**src/rtl/core/waypoint_follow_controller_unit_defines.svh**
```systemverilog
// ----------------------------------------------------------------------------
// Waypoint follow controller assertion macros
// Concurrent check wrappers on i_clk, disabled while i_rst_n is low.
// ----------------------------------------------------------------------------
`ifndef WAYPOINT_FOLLOW_CONTROLLER_UNIT_DEFINES_SVH
`define WAYPOINT_FOLLOW_CONTROLLER_UNIT_DEFINES_SVH

`ifndef NO_ASSERTIONS
`define WFC_ASSERT(label, prop, msg) \
    label: assert property (@(posedge i_clk) disable iff (!i_rst_n) prop) else $error(msg);
`define WFC_ASSERT_NEXT(label, ante, cons, msg) \
    label: assert property (@(posedge i_clk) disable iff (!i_rst_n) (ante) |=> (cons)) \
        else $error(msg);
`else
`define WFC_ASSERT(label, prop, msg)
`define WFC_ASSERT_NEXT(label, ante, cons, msg)
`endif

`endif

```
**src/rtl/core/wfc_pkg.sv**
```systemverilog
// ----------------------------------------------------------------------------
// Waypoint follow controller package
// Shared widths, codes, constants and the CORDIC arctangent table.
// ----------------------------------------------------------------------------
package wfc_pkg;

    localparam int POS_W  = 24;
    localparam int HEAD_W = 16;
    localparam int DIFF_W = 25;
    localparam int CX_W   = 36;
    localparam int CZ_W   = 34;
    localparam int MAG_W  = 35;
    localparam int DIST_W = 26;
    localparam int MA_W   = 36;
    localparam int MB_W   = 17;
    localparam int PROD_W = MA_W + MB_W;
    localparam int SCL_W  = PROD_W - 8;
    localparam int ITER_W = 5;
    localparam int RAD_W  = 23;
    localparam int GAIN_W = 12;
    localparam int LIN_W  = 23;
    localparam int ANG_W  = 20;
    localparam int REM_W  = 5;
    localparam int ST_W   = 3;

    localparam logic [15:0] INV_GAIN_Q16 = 16'd39797;
    localparam logic signed [CZ_W-1:0] Z_QUARTER = 34'sd1073741824;
    localparam logic signed [SCL_W-1:0] LIN_MAX = 45'sd8388607;
    localparam logic signed [SCL_W-1:0] ANG_MAX = 45'sd524287;
    localparam logic signed [SCL_W-1:0] ANG_MIN = -45'sd524288;

    localparam logic [RAD_W-1:0]  RADIUS_RST = 23'd256;
    localparam logic [GAIN_W-1:0] GLIN_RST   = 12'd256;
    localparam logic [GAIN_W-1:0] GANG_RST   = 12'd1280;

    typedef enum logic [1:0] {
        REG_RADIUS = 2'd0,
        REG_GLIN   = 2'd1,
        REG_GANG   = 2'd2
    } t_reg_idx;

    typedef enum logic [ST_W-1:0] {
        ST_APPROACH = 3'd0,
        ST_REACHED  = 3'd1,
        ST_DONE     = 3'd2,
        ST_STORED   = 3'd3,
        ST_FULL     = 3'd4
    } t_status;

    typedef enum logic {
        OP_APPEND = 1'b0,
        OP_POSE   = 1'b1
    } t_opcode;

    typedef struct packed {
        logic push;
        logic pop;
    } t_plan_cmd;

    // atan(2^-i) with 2^31 = pi
    function automatic logic [29:0] atan_lut(input logic [ITER_W-1:0] idx);
        logic [29:0] v;
        unique case (idx)
            5'd0:  v = 30'd536870912;
            5'd1:  v = 30'd316933406;
            5'd2:  v = 30'd167458907;
            5'd3:  v = 30'd85004756;
            5'd4:  v = 30'd42667331;
            5'd5:  v = 30'd21354465;
            5'd6:  v = 30'd10679838;
            5'd7:  v = 30'd5340245;
            5'd8:  v = 30'd2670163;
            5'd9:  v = 30'd1335087;
            5'd10: v = 30'd667544;
            5'd11: v = 30'd333772;
            5'd12: v = 30'd166886;
            5'd13: v = 30'd83443;
            5'd14: v = 30'd41722;
            5'd15: v = 30'd20861;
            5'd16: v = 30'd10430;
            5'd17: v = 30'd5215;
            5'd18: v = 30'd2608;
            5'd19: v = 30'd1304;
            5'd20: v = 30'd652;
            5'd21: v = 30'd326;
            5'd22: v = 30'd163;
            5'd23: v = 30'd81;
            default: v = '0;
        endcase
        return v;
    endfunction

endpackage

```
**src/rtl/core/wfc_plan.sv**
```systemverilog
// ----------------------------------------------------------------------------
// Waypoint plan queue
// Circular buffer of waypoints with registered read at the head entry.
// ----------------------------------------------------------------------------
module wfc_plan #(
    parameter int PLAN_DEPTH = 16
) (
    input  logic                                  i_clk,
    input  logic                                  i_rst_n,
    input  wfc_pkg::t_plan_cmd                    i_cmd,
    input  logic signed [wfc_pkg::POS_W-1:0]      i_wr_x,
    input  logic signed [wfc_pkg::POS_W-1:0]      i_wr_y,
    output logic signed [wfc_pkg::POS_W-1:0]      o_rd_x,
    output logic signed [wfc_pkg::POS_W-1:0]      o_rd_y,
    output logic [$clog2(PLAN_DEPTH+1)-1:0]       o_count,
    output logic                                  o_full
);

    localparam int AW = $clog2(PLAN_DEPTH);
    localparam int CW = $clog2(PLAN_DEPTH + 1);
    localparam int EW = 2 * wfc_pkg::POS_W;

    logic [EW-1:0] r_mem [PLAN_DEPTH];
    logic [EW-1:0] r_rd;
    logic [AW-1:0] r_head;
    logic [AW-1:0] r_tail;
    logic [CW-1:0] r_count;

    function automatic logic [AW-1:0] ptr_inc(input logic [AW-1:0] p);
        return (p == AW'(PLAN_DEPTH - 1)) ? '0 : p + 1'b1;
    endfunction

    always_ff @(posedge i_clk) begin
        if (!i_rst_n) begin
            r_head  <= '0;
            r_tail  <= '0;
            r_count <= '0;
        end else begin
            if (i_cmd.push) begin
                r_tail <= ptr_inc(r_tail);
            end
            if (i_cmd.pop) begin
                r_head <= ptr_inc(r_head);
            end
            if (i_cmd.push && !i_cmd.pop) begin
                r_count <= r_count + 1'b1;
            end else if (i_cmd.pop && !i_cmd.push) begin
                r_count <= r_count - 1'b1;
            end
        end
    end

    always_ff @(posedge i_clk) begin
        if (i_cmd.push) begin
            r_mem[r_tail] <= {i_wr_y, i_wr_x};
        end
        r_rd <= r_mem[r_head];
    end

    assign o_rd_x  = r_rd[wfc_pkg::POS_W-1:0];
    assign o_rd_y  = r_rd[EW-1:wfc_pkg::POS_W];
    assign o_count = r_count;
    assign o_full  = (r_count == CW'(PLAN_DEPTH));

endmodule

```
**src/rtl/core/wfc_cordic.sv**
```systemverilog
// ----------------------------------------------------------------------------
// Iterative CORDIC vectoring unit
// One micro-rotation per cycle; gives raw magnitude and angle of (dx, dy).
// ----------------------------------------------------------------------------
module wfc_cordic #(
    parameter int STAGES = 16
) (
    input  logic                                  i_clk,
    input  logic                                  i_rst_n,
    input  logic                                  i_start,
    input  logic signed [wfc_pkg::DIFF_W-1:0]     i_dx,
    input  logic signed [wfc_pkg::DIFF_W-1:0]     i_dy,
    output logic                                  o_done,
    output logic [wfc_pkg::MAG_W-1:0]             o_mag,
    output logic signed [wfc_pkg::CZ_W-1:0]       o_ang
);

    localparam int CX_W = wfc_pkg::CX_W;
    localparam int CZ_W = wfc_pkg::CZ_W;
    localparam int EXT  = CX_W - wfc_pkg::DIFF_W - 8;

    logic signed [CX_W-1:0] r_x, r_y;
    logic signed [CZ_W-1:0] r_z;
    logic [wfc_pkg::ITER_W-1:0] r_iter;
    logic r_busy, r_done;

    logic signed [CX_W-1:0] w_x0, w_y0, w_xp, w_yp, w_xs, w_ys;
    logic signed [CZ_W-1:0] w_zp, w_atan;

    assign w_x0 = {{EXT{i_dx[wfc_pkg::DIFF_W-1]}}, i_dx, 8'd0};
    assign w_y0 = {{EXT{i_dy[wfc_pkg::DIFF_W-1]}}, i_dy, 8'd0};

    always_comb begin
        w_xp = w_x0;
        w_yp = w_y0;
        w_zp = '0;
        if (w_x0 < 0) begin
            if (w_y0 > 0) begin
                w_xp = w_y0;
                w_yp = -w_x0;
                w_zp = wfc_pkg::Z_QUARTER;
            end else begin
                w_xp = -w_y0;
                w_yp = w_x0;
                w_zp = -wfc_pkg::Z_QUARTER;
            end
        end
    end

    assign w_xs   = r_x >>> r_iter;
    assign w_ys   = r_y >>> r_iter;
    assign w_atan = $signed({{(CZ_W-30){1'b0}}, wfc_pkg::atan_lut(r_iter)});

    always_ff @(posedge i_clk) begin
        if (!i_rst_n) begin
            r_busy <= 1'b0;
            r_done <= 1'b0;
        end else begin
            r_done <= 1'b0;
            if (i_start) begin
                r_busy <= 1'b1;
            end else if (r_busy && (r_iter == wfc_pkg::ITER_W'(STAGES - 1))) begin
                r_busy <= 1'b0;
                r_done <= 1'b1;
            end
        end
    end

    always_ff @(posedge i_clk) begin
        if (i_start) begin
            r_x    <= w_xp;
            r_y    <= w_yp;
            r_z    <= w_zp;
            r_iter <= '0;
        end else if (r_busy) begin
            if (r_y > 0) begin
                r_x <= r_x + w_ys;
                r_y <= r_y - w_xs;
                r_z <= r_z + w_atan;
            end else begin
                r_x <= r_x - w_ys;
                r_y <= r_y + w_xs;
                r_z <= r_z - w_atan;
            end
            r_iter <= r_iter + 1'b1;
        end
    end

    assign o_done = r_done;
    assign o_mag  = r_x[CX_W-1] ? '0 : r_x[wfc_pkg::MAG_W-1:0];
    assign o_ang  = r_z;

endmodule

```
**src/rtl/core/waypoint_follow_controller_unit.sv**
```systemverilog
// Append, and pose with an empty plan: the accepted item goes straight to S_OUT, which registers the result.
// Pose: S_READ, S_START, S_CORDIC, S_MDIST, S_DIST, S_CHECK, S_MLIN, S_SLIN, S_SANG, S_OUT; a second
// vectoring pass runs when the head waypoint is reached and the next one is targeted.
// One transaction at a time; the CORDIC iteration and the shared multiplier set the pace.
// Synchronous active-low reset clears the plan, the sequencer and restores registers.
// ----------------------------------------------------------------------------
// Waypoint follow controller
// Plan queue, CORDIC distance/bearing and proportional speed commands.
// ----------------------------------------------------------------------------
`include "waypoint_follow_controller_unit_defines.svh"

module waypoint_follow_controller_unit #(
    parameter int PLAN_DEPTH    = 16,
    parameter int CORDIC_STAGES = 16
) (
    input  logic        i_clk,
    input  logic        i_rst_n,
    input  logic        s_tvalid,
    output logic        s_tready,
    input  logic [63:0] s_tdata,   // pos_x[23:0], pos_y[47:24], heading[63:48]
    input  logic [0:0]  s_tuser,   // opcode[0]
    output logic        m_tvalid,
    input  logic        m_tready,
    output logic [47:0] m_tdata,   // lin_speed[22:0], ang_speed[42:23], remaining[47:43]
    output logic [2:0]  m_tuser,   // status[2:0]
    input  logic        psel,
    input  logic        penable,
    input  logic        pwrite,
    input  logic [3:0]  paddr,
    input  logic [31:0] pwdata,
    output logic [31:0] prdata,
    output logic        pready
);

    localparam int CW    = $clog2(PLAN_DEPTH + 1);
    localparam int POS_W = wfc_pkg::POS_W;

    typedef enum logic [10:0] {
        S_IDLE   = 11'b00000000001,
        S_READ   = 11'b00000000010,
        S_START  = 11'b00000000100,
        S_CORDIC = 11'b00000001000,
        S_MDIST  = 11'b00000010000,
        S_DIST   = 11'b00000100000,
        S_CHECK  = 11'b00001000000,
        S_MLIN   = 11'b00010000000,
        S_SLIN   = 11'b00100000000,
        S_SANG   = 11'b01000000000,
        S_OUT    = 11'b10000000000
    } t_state;

    t_state r_state, n_state;

    // configuration
    logic [wfc_pkg::RAD_W-1:0]  r_radius;
    logic [wfc_pkg::GAIN_W-1:0] r_glin, r_gang;
    logic w_cfg_wr;

    assign pready   = 1'b1;
    assign w_cfg_wr = psel && penable && pwrite;

    always_ff @(posedge i_clk) begin
        if (!i_rst_n) begin
            r_radius <= wfc_pkg::RADIUS_RST;
            r_glin   <= wfc_pkg::GLIN_RST;
            r_gang   <= wfc_pkg::GANG_RST;
        end else if (w_cfg_wr) begin
            unique case (paddr[3:2])
                wfc_pkg::REG_RADIUS: r_radius <= pwdata[wfc_pkg::RAD_W-1:0];
                wfc_pkg::REG_GLIN:   r_glin   <= pwdata[wfc_pkg::GAIN_W-1:0];
                wfc_pkg::REG_GANG:   r_gang   <= pwdata[wfc_pkg::GAIN_W-1:0];
                default: ;
            endcase
        end
    end

    always_comb begin
        unique case (paddr[3:2])
            wfc_pkg::REG_RADIUS: prdata = 32'(r_radius);
            wfc_pkg::REG_GLIN:   prdata = 32'(r_glin);
            wfc_pkg::REG_GANG:   prdata = 32'(r_gang);
            default:             prdata = '0;
        endcase
    end

    // input transaction
    logic w_in_acc;
    logic signed [POS_W-1:0] w_in_x, w_in_y;
    logic signed [wfc_pkg::HEAD_W-1:0] r_hd;
    logic signed [POS_W-1:0] r_px, r_py;

    assign s_tready = (r_state == S_IDLE);
    assign w_in_acc = s_tvalid && s_tready;
    assign w_in_x   = s_tdata[POS_W-1:0];
    assign w_in_y   = s_tdata[2*POS_W-1:POS_W];

    // plan queue
    wfc_pkg::t_plan_cmd w_cmd;
    logic signed [POS_W-1:0] w_rd_x, w_rd_y;
    logic [CW-1:0] w_count;
    logic w_full;
    logic w_reach;
    logic r_popped;

    assign w_cmd.push = w_in_acc && (s_tuser[0] == wfc_pkg::OP_APPEND) && !w_full;
    assign w_cmd.pop  = (r_state == S_CHECK) && w_reach && !r_popped;

    wfc_plan #(
        .PLAN_DEPTH (PLAN_DEPTH)
    ) u_plan (
        .i_clk   (i_clk),
        .i_rst_n (i_rst_n),
        .i_cmd   (w_cmd),
        .i_wr_x  (w_in_x),
        .i_wr_y  (w_in_y),
        .o_rd_x  (w_rd_x),
        .o_rd_y  (w_rd_y),
        .o_count (w_count),
        .o_full  (w_full)
    );

    // CORDIC
    logic w_cstart, w_cdone;
    logic signed [wfc_pkg::DIFF_W-1:0] w_dx, w_dy;
    logic [wfc_pkg::MAG_W-1:0] w_mag;
    logic signed [wfc_pkg::CZ_W-1:0] w_z, w_zr;
    logic signed [wfc_pkg::HEAD_W-1:0] w_err, r_err;

    assign w_cstart = (r_state == S_START);
    assign w_dx = {w_rd_x[POS_W-1], w_rd_x} - {r_px[POS_W-1], r_px};
    assign w_dy = {w_rd_y[POS_W-1], w_rd_y} - {r_py[POS_W-1], r_py};

    wfc_cordic #(
        .STAGES (CORDIC_STAGES)
    ) u_cordic (
        .i_clk   (i_clk),
        .i_rst_n (i_rst_n),
        .i_start (w_cstart),
        .i_dx    (w_dx),
        .i_dy    (w_dy),
        .o_done  (w_cdone),
        .o_mag   (w_mag),
        .o_ang   (w_z)
    );

    assign w_zr  = w_z + 34'sd32768;
    assign w_err = w_zr[wfc_pkg::HEAD_W+15:16] - r_hd;

    // shared multiplier
    logic signed [wfc_pkg::MA_W-1:0]   w_ma;
    logic signed [wfc_pkg::MB_W-1:0]   w_mb;
    logic signed [wfc_pkg::PROD_W-1:0] r_prod, w_dist_rnd, w_rnd;
    logic signed [wfc_pkg::SCL_W-1:0]  w_scl;
    logic [wfc_pkg::DIST_W-1:0] r_dist;

    always_comb begin
        w_ma = '0;
        w_mb = '0;
        if (r_state == S_MDIST) begin
            w_ma = $signed({1'b0, w_mag});
            w_mb = $signed({1'b0, wfc_pkg::INV_GAIN_Q16});
        end else if (r_state == S_MLIN) begin
            w_ma = $signed({{(wfc_pkg::MA_W-wfc_pkg::DIST_W){1'b0}}, r_dist});
            w_mb = $signed({{(wfc_pkg::MB_W-wfc_pkg::GAIN_W){1'b0}}, r_glin});
        end else if (r_state == S_SLIN) begin
            w_ma = {{(wfc_pkg::MA_W-wfc_pkg::HEAD_W){r_err[wfc_pkg::HEAD_W-1]}}, r_err};
            w_mb = $signed({{(wfc_pkg::MB_W-wfc_pkg::GAIN_W){1'b0}}, r_gang});
        end
    end

    always_ff @(posedge i_clk) begin
        r_prod <= w_ma * w_mb;
    end

    assign w_dist_rnd = r_prod + 53'sd8388608;
    assign w_rnd      = r_prod + 53'sd128;
    assign w_scl      = w_rnd[wfc_pkg::PROD_W-1:8];
    assign w_reach    = ({{(wfc_pkg::DIST_W-wfc_pkg::RAD_W){1'b0}}, r_radius} >= r_dist);

    // result
    wfc_pkg::t_status r_st;
    logic [wfc_pkg::LIN_W-1:0] r_lin;
    logic [wfc_pkg::ANG_W-1:0] r_ang;
    logic r_m_valid;
    logic [47:0] r_m_data;
    logic [2:0]  r_m_user;
    logic [CW+wfc_pkg::REM_W-1:0] w_cnt_ext;
    logic w_out_free;

    assign w_cnt_ext  = {wfc_pkg::REM_W'(0), w_count};
    assign w_out_free = !r_m_valid || m_tready;

    always_comb begin
        n_state = r_state;
        unique case (r_state)
            S_IDLE: begin
                if (w_in_acc) begin
                    if (s_tuser[0] == wfc_pkg::OP_APPEND || w_count == '0) begin
                        n_state = S_OUT;
                    end else begin
                        n_state = S_READ;
                    end
                end
            end
            S_READ:   n_state = S_START;
            S_START:  n_state = S_CORDIC;
            S_CORDIC: if (w_cdone) n_state = S_MDIST;
            S_MDIST:  n_state = S_DIST;
            S_DIST:   n_state = S_CHECK;
            S_CHECK: begin
                if (w_reach && !r_popped) begin
                    n_state = (w_count == CW'(1)) ? S_OUT : S_READ;
                end else begin
                    n_state = S_MLIN;
                end
            end
            S_MLIN:   n_state = S_SLIN;
            S_SLIN:   n_state = S_SANG;
            S_SANG:   n_state = S_OUT;
            S_OUT:    if (w_out_free) n_state = S_IDLE;
            default:  n_state = S_IDLE;
        endcase
    end

    always_ff @(posedge i_clk) begin
        if (!i_rst_n) begin
            r_state   <= S_IDLE;
            r_m_valid <= 1'b0;
        end else begin
            r_state <= n_state;
            if (r_state == S_OUT && w_out_free) begin
                r_m_valid <= 1'b1;
            end else if (m_tready) begin
                r_m_valid <= 1'b0;
            end
        end
    end

    always_ff @(posedge i_clk) begin
        if (w_in_acc) begin
            r_px     <= w_in_x;
            r_py     <= w_in_y;
            r_hd     <= s_tdata[63:2*POS_W];
            r_popped <= 1'b0;
            r_lin    <= '0;
            r_ang    <= '0;
            if (s_tuser[0] == wfc_pkg::OP_APPEND) begin
                r_st <= w_full ? wfc_pkg::ST_FULL : wfc_pkg::ST_STORED;
            end else if (w_count == '0) begin
                r_st <= wfc_pkg::ST_DONE;
            end else begin
                r_st <= wfc_pkg::ST_APPROACH;
            end
        end
        if (r_state == S_CORDIC && w_cdone) begin
            r_err <= w_err;
        end
        if (r_state == S_DIST) begin
            r_dist <= w_dist_rnd[wfc_pkg::DIST_W+23:24];
        end
        if (r_state == S_CHECK && w_reach && !r_popped) begin
            r_popped <= 1'b1;
            r_st     <= (w_count == CW'(1)) ? wfc_pkg::ST_DONE : wfc_pkg::ST_REACHED;
        end
        if (r_state == S_SLIN) begin
            r_lin <= (w_scl > wfc_pkg::LIN_MAX) ? wfc_pkg::LIN_MAX[wfc_pkg::LIN_W-1:0]
                                                : w_scl[wfc_pkg::LIN_W-1:0];
        end
        if (r_state == S_SANG) begin
            priority if (w_scl > wfc_pkg::ANG_MAX) begin
                r_ang <= wfc_pkg::ANG_MAX[wfc_pkg::ANG_W-1:0];
            end else if (w_scl < wfc_pkg::ANG_MIN) begin
                r_ang <= wfc_pkg::ANG_MIN[wfc_pkg::ANG_W-1:0];
            end else begin
                r_ang <= w_scl[wfc_pkg::ANG_W-1:0];
            end
        end
        if (r_state == S_OUT && w_out_free) begin
            r_m_data <= {w_cnt_ext[wfc_pkg::REM_W-1:0], r_ang, r_lin};
            r_m_user <= r_st;
        end
    end

    assign m_tvalid = r_m_valid;
    assign m_tdata  = r_m_data;
    assign m_tuser  = r_m_user;

    `WFC_ASSERT(a_count_bound, w_count <= CW'(PLAN_DEPTH), "plan count above depth")
    `WFC_ASSERT(a_pop_nonempty, w_cmd.pop |-> (w_count != '0), "pop from empty plan")
    `WFC_ASSERT_NEXT(a_pop_dec, w_cmd.pop, w_count == CW'($past(w_count) - 1'b1), "pop lost")
    `WFC_ASSERT(a_done_zero, (m_tvalid && m_tuser == wfc_pkg::ST_DONE) |-> (m_tdata == '0), "done carries nonzero data")

endmodule

```
**config.mk**
```make
export PLATFORM = sky130hd
export DESIGN_NAME = waypoint_follow_controller_unit
export DESIGN_NICKNAME = d
export VERILOG_FILES = /design/src/rtl/core/wfc_pkg.sv /design/src/rtl/core/wfc_plan.sv /design/src/rtl/core/wfc_cordic.sv /design/src/rtl/core/waypoint_follow_controller_unit.sv
export VERILOG_INCLUDE_DIRS = /design/src /design/src/rtl/core
export SDC_FILE = /design/constraint.sdc
export NUM_CORES = 2
export LEC_CHECK = 0
export CAP_MARGIN = 20
export CELL_PAD_IN_SITES_DETAIL_PLACEMENT = 2
export CELL_PAD_IN_SITES_GLOBAL_PLACEMENT = 2
export CORE_MARGIN = 4
export CORE_UTILIZATION = 46
export CTS_BUF_LIST = sky130_fd_sc_hd__clkbuf_4 sky130_fd_sc_hd__clkbuf_8
export DETAILED_ROUTE_END_ITERATION = 7
export DONT_BUFFER_PORTS = 1
export GPL_ROUTABILITY_DRIVEN = 0
export PLACE_DENSITY_LB_ADDON = 0.1
export SETUP_SLACK_MARGIN = 0.1
export SLEW_MARGIN = 40
export SYNTH_ARGS = -nofsm -noshare
export SYNTH_HDL_FRONTEND = slang
export SYNTH_SLANG_ARGS = --single-unit
export TNS_END_PERCENT = 1
```
**constraint.sdc**
```tcl
create_clock -name i_clk -period 9.5 [get_ports i_clk]
set_clock_uncertainty 0.2 [all_clocks]
set_input_delay 1.9 -clock i_clk [delete_from_list [all_inputs] [get_ports i_clk]]
set_output_delay 1.9 -clock i_clk [all_outputs]
set_load 0.03 [all_outputs]
```
## After elaboration in Yosys (flattened, before gate mapping)

Memory sizes are Yosys's and may differ from the RTL's. A register that Yosys moved wholly into a read port is not among the register bits.
Index checks and enable logic that the tools add are counted.

- Add/subtract/negate cells: 19
- Multiply operators: 1
- Magnitude comparators: 7
- Eq/ne operators: 21
- Shift-type cells: 2
- Mux-type cells: 56
- Bitwise operators: 2
- Reduce and logical (&&, ||, !) cells: 34

Operator list:

| cell | count |
|---|---|
| $mux W36 | 13 |
| $mux W34 | 5 |
| $pmux W11 S11 | 1 |
| $mux W20 | 4 |
| $add A36 B36 Y36 | 2 |
| $neg A33 Y36 | 2 |
| $sshr A36 B5 Y36 | 2 |
| $sub A36 B36 Y36 | 2 |
| $mux W23 | 3 |
| $pmux W23 S3 | 1 |
| $mux W11 | 6 |
| $add A53 B9 Y53 const B | 1 |
| $mul A36 B17 Y53 | 1 |
| $add A50 B25 Y50 const B | 1 |
| $sub A24 B24 Y25 | 2 |
| $gt A45 B20 Y1 const B | 1 |
| $gt A45 B24 Y1 const B | 1 |
| $lt A45 B20 Y1 const B | 1 |
| $gt A36 B1 Y1 const B | 1 |
| $mux W35 | 1 |
| $add A34 B31 Y34 | 1 |
| $sub A34 B31 Y34 | 1 |
| $gt A33 B1 Y1 const B | 1 |
| $lt A33 B1 Y1 const B | 1 |
| other kinds (42) | 87 |

- Register bits: 442
- Memory bits (writable): 768
- ROM bits: 960
- Output and inout port bits: 86
- Memories: 2

Memory list:

| memory | depth | width | rd ports | clocked after memory_dff | write ports | line | text |
|---|---|---|---|---|---|---|---|
| (no name shown) | 32 | 30 | 1 | 1 | 0 | wfc_pkg.sv:63 | `unique case (idx)` |
| u_plan.r_mem | 16 | 48 | 1 | 1 | 1 | wfc_plan.sv:23 | `logic [EW-1:0] r_mem [PLAN_DEPTH];` |

## Depth between registers and ports, before layout

- Depth in word-level cells: 8
- Mapped depth: 36

## Modules after synthesis

A second synthesis with hierarchy kept.

- Cells, all modules: 7,311
- Area, all modules: 84,607.4 sq um

Modules (own cells, without submodules):

| module | times used | cells each | area an instance (sq um) | sequential area each (sq um) |
|---|---|---|---|---|
| waypoint_follow_controller_unit | 1 | 3,582 | 33,681.1 | 8,217.9 |
| wfc_plan | 1 | 1,329 | 30,513.0 | 24,283.3 |
| wfc_cordic | 1 | 2,400 | 20,413.3 | 3,923.8 |

## Least setup slack after synthesis

Ideal clock, no wire load.

- Path type: reg2reg
- Start point: register r_state[5]
- End point: register r_prod[49] (netlist bit)
- Setup time: 72 ps
- Arrival: 8,222 ps
- Required time: 9,228 ps
- Setup slack: 1,006 ps
- Cell stages (with the launch flop): 34
- Buffers on the path: 4
- Period minus slack after synthesis: 8,494 ps
- Cells stage by stage: dfxtp_1 nor2_1 nand2_1 nor4_1 nand2_1 nor3b_1 clkbuf_1 clkbuf_1 clkbuf_1 a221o_1 clkbuf_1 nand2_1 fa_1 inv_1 fa_1 inv_1 fa_1 inv_1 fa_1 fa_1 inv_1 fa_1 inv_1 ha_1 nand2_1 nor4_1 o21ai_0 a21o_1 o31a_1 o21a_1 o21ai_0 a21oi_1 o21bai_1 xor2_1

- Longest elaborated chain between the ends: 5

Ends and longest elaborated chain:

| element | line | text |
|---|---|---|
| from (decl) | waypoint_follow_controller_unit.sv:52 | `t_state r_state, n_state;` |
| from (signal assigned) | waypoint_follow_controller_unit.sv:230 | `r_state <= n_state;` |
| $eq A11 B9 Y1 | waypoint_follow_controller_unit.sv:165 | `end else if (r_state == S_SLIN) begin` |
| $mux W36 / $mux W12 (equally long branches) | waypoint_follow_controller_unit.sv:165 |  |
| $mux W36 / $mux W12 (equally long branches) | waypoint_follow_controller_unit.sv:162 | `end else if (r_state == S_MLIN) begin` |
| $mux W36 / $mux W16 (equally long branches) | waypoint_follow_controller_unit.sv:159 | `if (r_state == S_MDIST) begin` |
| $mul A36 B17 Y53 (*) | waypoint_follow_controller_unit.sv:172 | `r_prod <= w_ma * w_mb;` |
| to (signal assigned) | waypoint_follow_controller_unit.sv:172 |  |
| to (decl) | waypoint_follow_controller_unit.sv:152 | `logic signed [wfc_pkg::PROD_W-1:0] r_prod, w_dist_rnd, w_rnd;` |

Mark *: on every way between the ends. The rest lies on a longest branch, timed or not.
A chain may end at the register's enable or synchronous reset.

## Worst setup path in the final report

- Start point: register r_state[6]
- End point: register r_prod[49] (netlist bit)

Same word-level chain as after synthesis.

==> results.json <==
{
  "outcome": "finished clean",
  "syn_inst": 7126,
  "pin_count": 194,
  "first_pass_iters": 7,
  "synth_edf_count": 1075,
  "tritoncts": "done",
  "clk_pin_slew_ns": 0.07,
  "clock-sinks": 1279,
  "seq_area_um2": 36400,
  "num-fill-cells": 17700,
  "fin_nets": 8139,
  "leakage_nw": 35.3,
  "routed_wl_mm": 316,
  "drt-initial-drc-count": 5414,
  "cts_max_path_buffers": 3,
  "endpoint": "r_prod[49]",
  "grt_pass1_wl_mm": 465,
  "core-area_um2": 181000,
  "hold_class": "flop to flop",
  "yosys_warnings": 0,
  "rr_startpoint": "r_state[6]",
  "synth_top_family_by_area": "adder cells",
  "drive_gt1_share_pct": 14.8,
  "dpl_cell_area_um2": 86900,
  "wl_met3_mm": 17.0,
  "switching_share_pct": 38.5,
  "synth_cell_types": 99,
  "ys_seq_elements": 1279,
  "tns_ns": 0,
  "dpl.hpwl_mm": 217,
  "drc": 0,
  "die_w_um": 434,
  "route.top_layer_used": "met4",
  "start_util_pct": 46.2,
  "syn_to_final_growth_pct": 10.0,
  "via_per_inst": 6.26,
  "relSlewSlack_pct": 33.3,
  "tightest_slew_ns": 1.00,
  "finalSetupViolations": 0,
  "synth-xor-area-share_pct": 4.02,
  "avgRoutedWirePerCell_um": 32.4,
  "slowest_delay_ns": 0.57,
  "critPathKind": "flop to flop",
  "worstPathRequired_ns": 10.22,
  "arrival_ns": 9.73,
  "ys.flop_type": "edfxtp_1",
  "worst_skew_pair.late_latency_ns": 1.00,
  "ctsHtreeMaxLevel": 4,
  "ys_seq_area_share_pct": 43.5,
  "final_cell_mix": "1075 x edfxtp_1, 792 x inv_1, 590 x nand2_1, 532 x nor2_1, 472 x fa_1",
  "clkPwrFrac_pct": 28.6,
  "die_h_um": 434,
  "grtUsageTotal_pct": 33.4,
  "postSynth.asyncResetShare_pct": 0,
  "synth_compound_area_share_pct": 8.97,
  "numPortBuffers": 0,
  "fin_crit_sh_pct": 94.8,
  "seq_power_share_pct": 35.6,
  "powerDensity_nw_per_um2": 211,
  "postSynthAreaPerCell_um2": 11.7,
  "intPower_mw": 12.0,
  "period_needed_ns": 9.00,
  "combPwrFrac_pct": 35.8,
  "max_freq_mhz": 111,
  "layout_commonest_cell": "edfxtp_1",
  "rows": 156,
  "synthTopCellsByArea": "edfxtp_1 39%, fa_1 11%, mux4_2 8.9%, ha_1 5.6%, dfxtp_1 4.9%",
  "cp_common_cell": "fa_1",
  "maxSlewViolCount": 0,
  "hold_ws_ns": 0.193,
  "hold_viol": 0,
  "num_vias": 61100,
  "grt_pass1_vias": 67900,
  "die_area_um2": 189000,
  "synth_fa_ha_area_share_pct": 16.9,
  "drt-met1-wl_mm": 121,
  "synth_top_cell_by_area": "edfxtp_1",
  "r2r_end": "r_prod[49]",
  "drtAntennaViolNets": 0,
  "synthSimpleGateAreaFrac_pct": 10.5,
  "antenna_found_initial": 6,
  "grt_max_degree": 121,
  "crit_path_max_fanout": 14,
  "power_mw": 19.4,
  "multi_input_area_um2": 43400,
  "startpoint_type": "flop",
  "cts-buffers-inserted": 213,
  "hold_buffers": 0,
  "hold_depth": 0,
  "synthMuxAreaShare_pct": 10.9,
  "crit_path_end_kind": "flop",
  "root_buffer": "clkbuf_8",
  "ir_drop_mv": 0.192,
  "met2WireLength_mm": 162,
  "ff2ff_setup_slack_ns": 0.50,
  "crit_start": "r_state[6]",
  "synth_top_area_share_pct": 38.6,
  "netlist_area_um2": 83600,
  "maxCapViolCount": 0,
  "worstRegToRegCells": 28,
  "p_sw_mw": 7.48,
  "critPathSlowestCell": "a22o_1",
  "overflow": 0,
  "final_cell_area_um2": 91900
}
## cell usage after synthesis (83+ instances only)
cell type	n
a21o_1	83
a21oi_1	306
clkbuf_1	227
dfxtp_1	204
edfxtp_1	1075
fa_1	473
ha_1	371
inv_1	794
mux2i_1	110
mux4_2	330
nand2_1	592
nand3_1	130
nor2_1	548
nor3_1	91
o21ai_0	229
xnor2_1	221
xor2_1	163
## through the flow
stage / cells / worst slack, ns / util, %
floorplan: 7137 / 1.01 / -
global placement: 9319 / 0.00630 / 47.9
detailed placement: 9332 / -0.335 / 48.1
CTS: 9732 / 0.110 / 50.7
global route: 9754 / -0.0537 / 50.9
finish: 9755 / 0.496 / 50.9
## state kept, by name, summed over array words and instances, names as in the netlist, 20 cells and up
| signal | cells |
|---|---|
| r_px | 24 |
| r_radius | 23 |
| u_cordic.r_x | 36 |
| u_plan.r_mem | 768 |
| u_cordic.r_y | 36 |
| m_tdata | 48 |
| u_cordic.o_ang | 32 |
| r_dist | 26 |
| r_ang | 20 |
| r_py | 24 |
| r_lin | 23 |
| r_prod | 46 |
| u_plan.r_rd | 48 |
| u_cordic.w_atan | 30 |
## kinds of logic (layout without fill, tap and decap cells)
logic type	count (synthesis)	after routing
mux	485	485
flops	1279	1279
other cells	2	26
fa+ha+maj	844	844
simple gates	1864	1864
compound gates	1143	1143
xor+xnor	384	384
buf+inv	1125	1360
## metal layers
layer,global-route usage (%),up-vias
met2,59.2,2284
met1,40.1,32500
met4,15.4,0
met5,0,-
met3,5.19,717
li1,-,25600
## repair_timing
action                     4_1_cts  5_1_grt
pin swaps                        0        1
hold endpoints to repair         0        0
gates cloned                     0        0
setup endpoints to repair       11       15
resized for setup                5       22
setup buffers                    0        2
## area by class of cell
class                           count  share of cell area [%]
Tap cell                         2370                    3.23
Inverter                          798                    3.26
Multi-Input combinational cell   4733                    47.3
Sequential cell                  1279                    39.6
Timing Repair Buffer              162                    1.55
Antenna cell                       13                  0.0354
Clock inverter                     87                   0.912
Clock buffer                      313                    4.18
## critical path, delay by kind of cell (launching register included)
kind / cells / cell delay, ns
AO/OA/AOI/OAI: 10 / 2.56
buffers and inverters: 5 / 0.79
AND/OR/NAND/NOR: 5 / 1.36
flip-flops: 1 / 0.35
adder cells (fa/ha/maj): 7 / 3.57
XOR/XNOR: 1 / 0.15
## power groups by stage
stage          clock network [mW]  registers (mW)  logic, mW
6_report                     5.57            6.92       6.96
5_1_grt                      5.90            6.94       7.46
4_1_cts                      5.65            6.94       6.83
3_5_place_dp                    0            7.04       6.69
3_3_place_gp                    0            7.00       6.37
2_1_floorplan                   0            6.87       4.56
## worst min path at each step
stage	end	from
6_report	m_tdata[42]	r_ang[19]
5_1_grt	m_tdata[42]	r_ang[19]
4_1_cts	m_tdata[42]	r_ang[19]
3_5_place_dp	m_tuser[2]	r_st[2]
3_3_place_gp	m_tdata[9]	r_lin[9]
2_1_floorplan	m_tdata[0]	r_lin[0]
Power figures use the tool's default switching activity.
